<file path="src/hdl/ost_pkg.sv">
`timescale 1ns / 1ps
// ----------------------------------------------------------------------------
// ost_pkg
// Shared types and constants for the owner set table.
// ----------------------------------------------------------------------------
package ost_pkg;

    localparam int MAX_ENTRIES_DEF = 8;
    localparam int ID_W            = 32;
    localparam int REQ_W           = 2;
    localparam int TOTAL_W         = 4;

    typedef logic [ID_W-1:0] t_id;

    typedef enum logic [REQ_W-1:0] {
        REQ_ADD    = 2'd0,
        REQ_QUERY  = 2'd1,
        REQ_DELETE = 2'd2,
        REQ_NOP    = 2'd3
    } t_req;

    // per-beat update strobes broadcast to every cell
    typedef struct packed {
        logic do_add;
        logic do_del;
    } t_cell_ctl;

endpackage

</file>
<file path="src/hdl/ost_cell.sv">
`timescale 1ns / 1ps
// ----------------------------------------------------------------------------
// ost_cell
// One slot of the id list: compares, passes the match chain on, takes
// the new id on an add at the tail and its upper neighbor's id on a delete.
// ----------------------------------------------------------------------------
module ost_cell import ost_pkg::*; #(
    parameter int CNT_W = 4,
    parameter int IDX   = 0
) (
    input  logic             i_clk,
    input  t_cell_ctl        i_ctl,
    input  t_id              i_user_id,
    input  logic [CNT_W-1:0] i_count,
    input  logic             i_hit_prev,
    input  t_id              i_next_id,
    output logic             o_hit_upto,
    output t_id              o_id
);

    t_id  r_id;
    logic slot_valid;
    logic slot_tail;
    logic hit;

    assign slot_valid = CNT_W'(IDX) < i_count;
    assign slot_tail  = CNT_W'(IDX) == i_count;
    assign hit        = slot_valid && (r_id == i_user_id);
    assign o_hit_upto = i_hit_prev | hit;
    assign o_id       = r_id;

    always_ff @(posedge i_clk) begin
        if (i_ctl.do_add && slot_tail) begin
            r_id <= i_user_id;
        end else if (i_ctl.do_del && o_hit_upto) begin
            r_id <= i_next_id;
        end
    end

endmodule

</file>
<file path="src/hdl/owner_set_table_top.sv">
`timescale 1ns / 1ps
// ----------------------------------------------------------------------------
// owner_set_table_top
// Bounded duplicate-free set of user ids kept as a packed row of cells.
// ----------------------------------------------------------------------------
// Usage:
//   Request channel i_in_valid / o_in_ready carries i_req_type and
//   i_user_id (add, query, delete, or no-op). Result channel
//   o_out_valid / i_out_ready carries the count after the request, the
//   prior-membership flag, the query answer and the full-drop flag.
//   Every request yields exactly one result beat.
//   The result is registered and shows in the cycle after the request
//   beat. One request per cycle while no stalled result is held; all
//   cells compare in parallel and the delete shift happens in the same
//   cycle; the match chain over all MAX_ENTRIES cells is combinational.
//   A new request is taken while a result waits, as long as the
//   receiver takes it in that same cycle; if the receiver stalls, the
//   result is held and o_in_ready drops until it is taken.
//   Reset empties the list (count zero) and clears the result valid.
//   Stored ids are not cleared; only slots below the count are compared.
// ----------------------------------------------------------------------------
module owner_set_table_top import ost_pkg::*; #(
    parameter int MAX_ENTRIES = MAX_ENTRIES_DEF
) (
    input  logic               i_clk,
    input  logic               i_rst_n,
    input  logic               i_in_valid,
    output logic               o_in_ready,
    input  logic [REQ_W-1:0]   i_req_type,
    input  logic [ID_W-1:0]    i_user_id,
    output logic               o_out_valid,
    input  logic               i_out_ready,
    output logic [TOTAL_W-1:0] o_entry_total,
    output logic               o_matched,
    output logic               o_allowed,
    output logic               o_dropped_full
);

    localparam int CNT_W = $clog2(MAX_ENTRIES + 1);

    logic [CNT_W-1:0] r_count;
    logic [CNT_W-1:0] n_count;
    logic             r_out_valid;
    logic [TOTAL_W-1:0] r_total;
    logic             r_matched;
    logic             r_allowed;
    logic             r_dropped;

    logic             accept;
    logic             any_hit;
    logic             full;
    logic             allowed;
    logic             dropped;
    t_req             req;
    t_cell_ctl        ctl;
    logic [CNT_W+TOTAL_W-1:0] total_ext;

    logic             hit_chain [MAX_ENTRIES+1];
    t_id              cell_ids  [MAX_ENTRIES];

    assign o_in_ready = !r_out_valid || i_out_ready;
    assign accept     = i_in_valid && o_in_ready;
    assign req        = t_req'(i_req_type);
    assign full       = r_count == CNT_W'(MAX_ENTRIES);
    assign hit_chain[0] = 1'b0;
    assign any_hit    = hit_chain[MAX_ENTRIES];

    always_comb begin
        ctl     = '0;
        n_count = r_count;
        allowed = 1'b0;
        dropped = 1'b0;
        unique case (req)
            REQ_ADD: begin
                if (!any_hit && !full) begin
                    ctl.do_add = accept;
                    n_count    = r_count + 1'b1;
                end
                dropped = !any_hit && full;
            end
            REQ_QUERY: begin
                allowed = any_hit || (r_count == '0);
            end
            REQ_DELETE: begin
                if (any_hit) begin
                    ctl.do_del = accept;
                    n_count    = r_count - 1'b1;
                end
            end
            REQ_NOP: begin
            end
            default: begin
            end
        endcase
    end

    assign total_ext = {{TOTAL_W{1'b0}}, n_count};

    genvar k;
    generate
        for (k = 0; k < MAX_ENTRIES; k++) begin : g_cell
            t_id next_id;
            if (k < MAX_ENTRIES - 1) begin : g_mid
                assign next_id = cell_ids[k+1];
            end else begin : g_last
                assign next_id = cell_ids[k];
            end
            ost_cell #(
                .CNT_W (CNT_W),
                .IDX   (k)
            ) u_cell (
                .i_clk      (i_clk),
                .i_ctl      (ctl),
                .i_user_id  (i_user_id),
                .i_count    (r_count),
                .i_hit_prev (hit_chain[k]),
                .i_next_id  (next_id),
                .o_hit_upto (hit_chain[k+1]),
                .o_id       (cell_ids[k])
            );
        end
    endgenerate

    always_ff @(posedge i_clk) begin
        if (!i_rst_n) begin
            r_count     <= '0;
            r_out_valid <= 1'b0;
        end else begin
            if (accept) begin
                r_count     <= n_count;
                r_out_valid <= 1'b1;
            end else if (i_out_ready) begin
                r_out_valid <= 1'b0;
            end
        end
    end

    always_ff @(posedge i_clk) begin
        if (accept) begin
            r_total   <= total_ext[TOTAL_W-1:0];
            r_matched <= any_hit;
            r_allowed <= allowed;
            r_dropped <= dropped;
        end
    end

    assign o_out_valid    = r_out_valid;
    assign o_entry_total  = r_total;
    assign o_matched      = r_matched;
    assign o_allowed      = r_allowed;
    assign o_dropped_full = r_dropped;

endmodule
</file>
<file path="config.mk">
export PLATFORM = sky130hd
export DESIGN_NAME = owner_set_table_top
export DESIGN_NICKNAME = d
export VERILOG_FILES = /design/src/hdl/ost_pkg.sv /design/src/hdl/ost_cell.sv /design/src/hdl/owner_set_table_top.sv
export SDC_FILE = /design/constraint.sdc
export NUM_CORES = 1
export LEC_CHECK = 0
export ABC_AREA = 1
export BUFFER_PORTS_ARGS = -buffer_cell sky130_fd_sc_hd__buf_2
export CAP_MARGIN = 25
export CORE_MARGIN = 1
export CORE_UTILIZATION = 50
export DETAILED_ROUTE_END_ITERATION = 8
export PLACE_DENSITY = 0.62
export SLEW_MARGIN = 5
export SYNTH_ARGS = -nofsm -noshare
export SYNTH_HDL_FRONTEND = slang
export SYNTH_SLANG_ARGS = --single-unit
</file>
<file path="constraint.sdc">
create_clock -name i_clk -period 16.2 [get_ports i_clk]
set_input_delay 0.81 -clock i_clk [delete_from_list [all_inputs] [get_ports i_clk]]
set_output_delay 0.81 -clock i_clk [all_outputs]
set_load 0.01 [all_outputs]
</file>
==> impl_metrics.yaml, run 1 <==
sta:
  tns_ns: 0
  setup_viol: 0
  holdWs_ns: 0.511
  period_minus_slack_ns: 4.62
  slew_viol_final: 0
  slew_headroom_pct: 34.3
  finClkSkew_ns: 0.0125
  fmax_mhz: 216
  hold_viol: 0
  rsz0062_at_grt: "false"
  post-route-period-util_pct: 28.5
  worstMarginPinSlew_ns: 0.982
synthesis:
  synthFlopType: "edfxtp_1"
  async_reset_ff_share_pct: 0
  syn_inst: 1555
  synth-edff-count: 263
  yosysTopAreaCell: "edfxtp_1"
  synth.avg_cell_area_um2: 9.49
  ys_warn_count: 0
  seq_area_frac_synth_pct: 54.2
  synthesis.area_um2: 14800
  synth_nets: 1598
  yosysUniqueCellTypes: 42
  yosysTopAreaCellShare_pct: 53.5
  synth_seq_cells: 268
  synthTopCellsByArea: "edfxtp_1, nand2_1, xnor2_1"
detailed_routing:
  drt-total-wl_um: 38100
  wl_per_cell_um: 19.5
  vias: 10700
  drc: 0
  drtAntennaViolNets: 0
  firstDrtPassIters: 6
  routed_via_density: 5.48
  drtIter0Drc: 1008
floorplan:
  initial_core_util_pct: 51.1
  die_area_um2: 30200
  die_width_um: 174
  pin_count: 47
  fp-row-count: 62
  core_area_um2: 28900
  die_h_um: 174
final_layout:
  layout.nets: 1586
  drive_gt1_share_pct: 10.4
  final_core_util_pct: 55.5
  antennaDiodeCount: 0
  area_growth_pct: 8.54
power:
  peakVddDrop_mv: 0.0639
  power_density_nw_per_um2: 102
  power_leakage_nw: 6.28
cts:
  cts.sinks: 268
  clk_latency_ns: 0.56
  cts_tree: "built"
  cts_resized: 0
  cts_setup_buffers: 0
  cts.clk_slew.worst_paths_ns: 0.06
  cts_hold_buf: 0
  clock_path_buffers: 3
  cts_buffers: 31
  ctsHtreeMaxLevel: 1
  clockRootBuffer: "clkbuf_16"
global_routing:
  antenna_found_initial: 0
  gr-total-overflow: 0
  grt_max_degree: 66
  grt_pass1_vias: 10100
  grt_first_pass_wirelength_um: 59000
  track_usage_pct: 25.5
setup_path:
  endpoint_kind: "flop"
  startpoint_type: "flop"
  path_max_fanout: 21
  path_class: "flop to flop"
  worstPathArrival_ns: 4.87
  critPathRequiredTime_ns: 16.45
worst_hold_path:
  min_path_type: "flop to flop"
run:
  max_cap_viol_count: 0
outcome:
  status: "finished, final reports clean"
placed_design:
  hpwl_um: 25800
  port_buffers: 46
  gp_congestion: 0.862
## cell type report
| type | count | area (um2) |
|---|---|---|
| multi-input combinational | 1092 | 5750 |
| timing repair buffer | 58 | 353 |
| inverter | 92 | 345 |
| fill | 2591 | 12800 |
| sequential | 268 | 8000 |
| clock buffer | 39 | 816 |
| clock inverter | 18 | 265 |
| tap | 384 | 480 |
## logic make-up after synthesis
family,count (synthesis),share of synthesized area (%)
flip-flops,268,54.2
adder cells (fa/ha/maj),5,0.424
AO/OA/AOI/OAI,279,9.79
buffers and inverters,195,7.13
AND/OR/NAND/NOR,646,18.8
XOR/XNOR,162,9.62
## final timing paths
| check | cells past startpoint | endpoint | start | slack (ns) |
|---|---|---|---|---|
| setup / recovery | 18 | g_cell[2].u_cell.o_id[2] | r_count[1] | 11.58 |
| hold / removal | 2 | o_out_valid | o_out_valid | 0.51 |
| setup reg to reg | 18 | g_cell[2].u_cell.o_id[2] | r_count[1] | 11.58 |
| hold reg to reg | 2 | o_out_valid | o_out_valid | 0.51 |
## placed cells by master (no fill, tap or decap), types with 4 or more instances in the layout
cell | Yosys | routed
nand4_1 | 30 | 30
xor2_1 | 55 | 55
xnor2_1 | 107 | 107
inv_1 | 80 | 80
clkbuf_1 | 9 | 7
nand2_2 | 4 | 9
o22ai_1 | 8 | 8
buf_2 | 49 | 46
buf_4 | 21 | 10
o21ai_1 | 177 | 174
edfxtp_1 | 263 | 263
o21ai_0 | 70 | 70
nor2_1 | 79 | 79
nand2_1 | 437 | 432
inv_2 | 12 | 12
dfxtp_1 | 5 | 5
or2_2 | 17 | 17
clkbuf_16 | 0 | 31
bufinv_16 | 0 | 7
clkinv_2 | 0 | 7
nor3_1 | 14 | 14
nand3_1 | 40 | 40
ha_1 | 5 | 5
nand3_2 | 5 | 5
a21oi_1 | 13 | 13
nor4_1 | 5 | 4
## report_power, final
part	internal [mW]	switching, mW	total (mW)	leakage [nW]
Sequential	0.762	0.00514	0.767	2.42
Clock	0.465	0.290	0.755	0.533
Combinational	0.0353	0.0740	0.109	3.33
## stage by stage
step	instances	setup WS (ns)	total power, mW	instance area, um2
2_1_floorplan	1555	10.60	0.863	14800
3_3_place_gp	1892	11.08	0.889	14900
3_5_place_dp	1894	11.45	0.890	14900
4_1_cts	1951	11.67	1.64	16000
5_1_grt	1951	11.34	1.68	16000
6_report	1951	11.58	1.63	16000
## state kept, by name (all words and copies together), names as in the netlist
name,flops
g_cell.u_cell.o_id,256
r_count,4
o_out_valid,1
o_matched,1
o_allowed,1
o_entry_total,4
o_dropped_full,1
## Yosys cell counts (all sizes together) (2+ instances only)
| cell | number |
|---|---|
| a211oi | 3 |
| a21oi | 13 |
| a221oi | 2 |
| buf | 94 |
| clkbuf | 9 |
| dfxtp | 5 |
| edfxtp | 263 |
| ha | 5 |
| inv | 92 |
| nand2 | 441 |
| nand3 | 45 |
| nand4 | 33 |
| nor2 | 85 |
| nor3 | 15 |
| nor4 | 5 |
| o2111ai | 2 |
| o21ai | 247 |
| o22ai | 8 |
| or2 | 19 |
| xnor2 | 107 |
| xor2 | 55 |
## critical path, stage by stage (launching register included)
cell and delay (ns):
dfxtp_1 0.46, inv_1 0.19, ha_1 0.26, nand2_1 0.13, nand2_1 0.07, nor2_1 0.32
nand3_1 0.14, nor2_1 0.29, nand3_2 0.17, nand2_1 0.14, nor2_2 0.08, nand4_2 0.10
nor2_4 0.10, nand2_2 0.16, nand2_2 0.09, nor2_2 0.23, inv_1 0.20, o21ai_4 0.77
buf_4 0.38
## layer usage
layer	global-route usage [%]	part of all wire (%)	up-vias
li1	-	-	5209
met1	36.1	44	5096
met2	40.6	46	340
met3	3.82	6.9	56
met4	7.42	2.7	0
met5	0	0	-
(Power assumes the default switching activity.)
==> run 2: changes to the inputs <==
- ABC_AREA: 1 -> 0
- clock period: 16.2 -> 4.69 ns (I/O delays scaled with it)
==> impl_metrics.yaml, run 2 <==
outcome:
  status: "finished, final reports clean"
setup_path:
  endpoint_kind: "flop"
  slowest_stage: "nor3_1"
  worstPathCellList: "ha_1 -> a21oi_1 -> nor4_1 -> nand4_1 -> nor3_1 -> nor4_4 -> and2_1 -> or2_2 -> o21ai_4 -> buf_4"
  worstPathArrival_ns: 4.30
  path_class: "flop to flop"
  crit_buf_inv: 1
  cp_top_family: "simple AND/OR/NAND/NOR gates"
  path_max_fanout: 32
  startpoint_type: "flop"
  critPathMaxStageDelay_ns: 0.64
  cp.depth: 10
  critPathRequiredTime_ns: 4.90
  reg2reg_depth: 10
final_layout:
  layout.nets: 1103
  largest_register_ffs: 256
  final_cell_mix: "edfxtp_1, xor2_1, mux2_2, nor4_1, buf_2"
  drive_gt1_share_pct: 33.7
  antennaDiodeCount: 0
  final_common_cell: "edfxtp_1"
  area_growth_pct: 8.52
cts:
  ctsHtreeMaxLevel: 1
  cts.sinks: 268
  clockRootBuffer: "clkbuf_16"
  clk_latency_ns: 0.55
  cts.clk_slew.worst_paths_ns: 0.06
  clock_path_buffers: 3
  cts_tree: "built"
  cts_buffers: 30
  cts_setup_buffers: 0
power:
  power_density_nw_per_um2: 313
  peakVddDrop_mv: 0.266
  power_leakage_nw: 5.65
detailed_routing:
  vias: 7981
  drc: 0
  firstDrtPassIters: 5
  routed_via_density: 5.44
  drtIter0Drc: 515
  drtAntennaViolNets: 0
  drt-total-wl_um: 32800
  wl_per_cell_um: 22.4
placed_design:
  pre_cts_ws_ns: 0.514
  hpwl_um: 25200
  port_buffers: 46
  gp_congestion: 0.857
synthesis:
  synth_seq_cells: 268
  synthesis.area_um2: 15000
  yosysMostFrequentCell: "edfxtp_1"
  async_reset_ff_share_pct: 0
  synth-edff-count: 263
  ys_warn_count: 0
  synth_nets: 1080
  synth.avg_cell_area_um2: 14.4
  synth_commonest_cells: "edfxtp_1, xor2_1, mux2_2"
  yosysUniqueCellTypes: 54
  yosysTopAreaCell: "edfxtp_1"
  synthTopCellsByArea: "edfxtp_1, mux2_2, xor2_1"
  synthFlopType: "edfxtp_1"
  yosysTopAreaCellShare_pct: 52.8
  seq_area_frac_synth_pct: 53.5
  syn_inst: 1037
run:
  max_cap_viol_count: 0
global_routing:
  gr-total-overflow: 0
  track_usage_pct: 21.9
  grt_pass1_vias: 8261
  grt_max_degree: 34
  grt_first_pass_wirelength_um: 50100
  antenna_found_initial: 0
sta:
  post-route-period-util_pct: 87.3
  setup_viol: 0
  rsz0062_at_grt: "false"
  period_minus_slack_ns: 4.09
  slew_headroom_pct: 42.0
  hold_viol: 0
  worstMarginPinSlew_ns: 0.866
  tns_ns: 0
  fmax_mhz: 244
  slew_viol_final: 0
  finClkSkew_ns: 0.0146
  setup_slack_ns: 0.595
floorplan:
  initial_core_util_pct: 51.4
  die_area_um2: 30600
  die_h_um: 175
  die_width_um: 175
  core_area_um2: 29100
  fp-row-count: 62
  pin_count: 47
worst_hold_path:
  min_path_cells: 3
  min_path_type: "primary input to flop"
==> run 2: changes by cell type in the layout (fill, tap and decap cells not counted), sizes merged, moves of 8 or more <==
cell / change
nand3: -31
o22ai: -8
mux2: +224
nand2: -429
xor2: +179
or2: -18
inv: -87
buf: +24
nand4: -11
xnor2: -83
o21ai: -239
nor2: -72
nor4: +52
==> run 2: cells by family after synthesis <==
logic type                 after synthesis  share of synthesized area [%]
muxes                                  227                           17.8
xor gates and xnor gates               258                           15.2
buffers and inverters                   99                           5.11
and+or+nand+nor                        152                           6.79
DFF                                    268                           53.5
AOI/OAI and AO/OA                       28                           1.22
adders and majority gates                5                          0.418
==> run 2: power breakdown <==
| part | internal, mW | switching [mW] |
|---|---|---|
| Sequential | 2.62 | 0.00801 |
| Clock | 1.20 | 0.913 |
| Combinational | 0.118 | 0.221 |
==> run 2: timing repair <==
item,in CTS,in global routing
hold buffers,2,0
resized for setup,0,0
endpoints found under the hold margin,1,0
==> run 2: area by class of cell <==
cell class                      instances  area [um2]
Timing Repair Buffer                   84         591
Inverter                                6        22.5
Sequential cell                       268        8000
Fill cell                            2447       12900
Tap cell                              384         480
Multi-Input combinational cell        670        6260
Clock inverter                         13        57.6
Clock buffer                           41         813
==> run 2: metal layers <==
layer | GRT usage [%] | routed length [um] | up-vias
met1 | 28.5 | 14600 | 3910
met5 | 0 | 0 | -
li1 | - | - | 3863
met3 | 2.83 | 1030 | 51
met2 | 37.4 | 16000 | 157
met4 | 7.90 | 1170 | 0
==> run 2: worst min-delay path, delay by kind of cell <==
family,cells,cell delay [ns]
buf+inv,1,0.15
simple gates,1,0.08
mux,1,0.05
==> run 2: worst paths after layout <==
kind,start,endpoint,slack (ns)
max,r_count[1],g_cell[4].u_cell.o_id[3],0.60
min,i_rst_n,r_count[2],0.03
max reg2reg,r_count[1],g_cell[4].u_cell.o_id[3],0.60
min reg2reg,r_count[0],r_count[0],0.56
==> run 2: through the flow <==
stage          area (um2)  instances  hold WS, ns  power (mW)  util, %
2_1_floorplan       15000       1037        0.333        2.94        -
6_report            16200       1466       0.0279        5.08     55.8
4_1_cts             16200       1465      0.00111        5.12     55.7
3_5_place_dp        15300       1409        0.499        3.02     52.6
5_1_grt             16200       1466       0.0247        5.23     55.8
3_3_place_gp        15300       1408        0.494        3.02     52.5
==> run 3: changes to the inputs <==
- RECOVER_POWER: unset -> 100
- REMOVE_ABC_BUFFERS: unset -> 1
==> impl_metrics.yaml, run 3 (synthesis gave the netlist of run 2 again) <==
outcome:
  status: "finished, final reports clean"
setup_path:
  reg2reg_depth: 11
  r2r_slack_ns: 0.29
  worstPathCellList: "inv_1 -> ha_1 -> a211oi_1 -> nand4_1 -> nor4_4 -> nor4_1 -> buf_4 -> and2_1 -> and3b_2 -> clkbuf_2 -> mux2_4"
  startpoint_type: "flop"
  r2r-end: "g_cell[0].u_cell.o_id[30]"
  endpoint_kind: "flop"
  critPathMaxStageDelay_ns: 0.65
  slowest_stage: "and3b_2"
  reg2reg_from: "r_count[1]"
  path_max_fanout: 19
  critPathRequiredTime_ns: 4.99
  worstPathArrival_ns: 4.70
  path_class: "flop to flop"
detailed_routing:
  vias: 7990
  drc: 0
  firstDrtPassIters: 4
  drtIter0Drc: 553
  routed_via_density: 5.49
  drtAntennaViolNets: 0
  drt-total-wl_um: 33000
  wl_per_cell_um: 22.7
global_routing:
  grt_first_pass_wirelength_um: 50100
  grt_pass1_vias: 8085
  track_usage_pct: 21.9
  antenna_found_initial: 0
  grt_max_degree: 34
  gr-total-overflow: 0
cts:
  cts.sinks: 268
  cts_tree: "built"
  cts_buffers: 30
  clk_latency_ns: 0.55
  cts_setup_buffers: 0
  cts_resized: 0
  clockRootBuffer: "clkbuf_16"
  clock_path_buffers: 3
  ctsHtreeMaxLevel: 1
  cts.clk_slew.worst_paths_ns: 0.06
  cts_hold_buf: 3
floorplan:
  core_area_um2: 29100
  pin_count: 47
  die_width_um: 175
  die_h_um: 175
  die_area_um2: 30600
  initial_core_util_pct: 51.4
  fp-row-count: 62
sta:
  period_minus_slack_ns: 4.40
  hold_viol: 0
  slew_headroom_pct: 21.6
  finClkSkew_ns: 0.0149
  fmax_mhz: 227
  slew_viol_final: 0
  setup_slack_ns: 0.290
  post-route-period-util_pct: 93.8
  setup_viol: 0
  worstMarginPinSlew_ns: 1.18
  rsz0062_at_grt: "false"
final_layout:
  drive_gt1_share_pct: 26.7
  final_cells: 1455
  final_cell_mix: "edfxtp_1, xor2_1, mux2_2, clkbuf_1, nor4_1"
  area_growth_pct: 6.84
  n_fill_cell: 2450
  largest_register_ffs: 256
  layout.nets: 1091
  multiInputGateArea_um2: 6140
  antennaDiodeCount: 0
  seq_area_um2: 8000
  final_common_cell: "edfxtp_1"
placed_design:
  dp_cells: 1396
  pre_cts_ws_ns: 0.425
  port_buffers: 46
  hpwl_um: 24100
  gp_congestion: 0.915
worst_hold_path:
  min_from: "i_req_type[0]"
  whs_endpoint: "o_allowed"
  min_path_type: "primary input to flop"
  min_path_cells: 3
power:
  peakVddDrop_mv: 0.255
  power_density_nw_per_um2: 325
  power_leakage_nw: 5.41
run:
  max_cap_viol_count: 0
## run 3: final cells by class
cell class                 count  area share, %
inverter                       6          0.141
clock inverter                16          0.783
clock buffer                  39           5.04
sequential                   268           50.1
tap                          384           3.01
timing repair buffer          72           2.50
multi-input combinational    670           38.5
## run 3: worst max path at each step
stage / to / cells past startpoint / startpoint / slack, ns
3_3_place_gp: g_cell[0].u_cell.o_id[30] / 11 / r_count[0] / 0.43
6_report: g_cell[0].u_cell.o_id[30] / 11 / r_count[1] / 0.29
4_1_cts: g_cell[0].u_cell.o_id[4] / 11 / r_count[1] / 0.42
3_5_place_dp: g_cell[0].u_cell.o_id[28] / 11 / r_count[1] / 0.43
5_1_grt: g_cell[2].u_cell.o_id[19] / 11 / r_count[0] / 0.08
2_1_floorplan: g_cell[4].u_cell.o_id[0] / 9 / r_count[0] / -0.47
## run 3: power breakdown
group	internal (mW)	total (mW)	leakage [nW]	switching, mW
Clock	1.31	2.24	0.456	0.932
Combinational	0.102	0.322	2.54	0.219
Sequential	2.62	2.63	2.42	0.00945
Total	4.03	5.19	5.41	1.16
## run 3: worst max-delay path, delay by kind of cell, from the launching register on
kind                       cells  cell delay [ns]
muxes                          1             0.34
buffers and inverters          3             0.92
AOI/OAI and AO/OA              1             0.17
adders and majority gates      1             0.40
DFF                            1             0.39
and+or+nand+nor                5             1.90
## run 3: routing by layer
layer  vias to the layer above  wire length, um  global-route usage [%]
li1                       3830                -                       -
met1                      3926            15100                    30.2
met2                       188            16000                    36.9
met3                        46             1090                    2.07
met4                         0              805                    5.83
met5                         -                0                       0
## run 3: through the flow
step / utilization, % / hold WS (ns) / setup TNS, ns / power [mW] / area, um2
after global routing: 54.9 / 0.173 / 0 / 5.34 / 16000
after CTS: 55.5 / 0.0702 / 0 / 5.25 / 16200
after global placement: 52.2 / 0.503 / 0 / 3.01 / 15200
final: 54.9 / 0.158 / 0 / 5.19 / 16000
after detailed placement: 52.2 / 0.516 / 0 / 3.01 / 15200
after floorplan: - / 0.333 / -54.73 / 2.84 / 14200
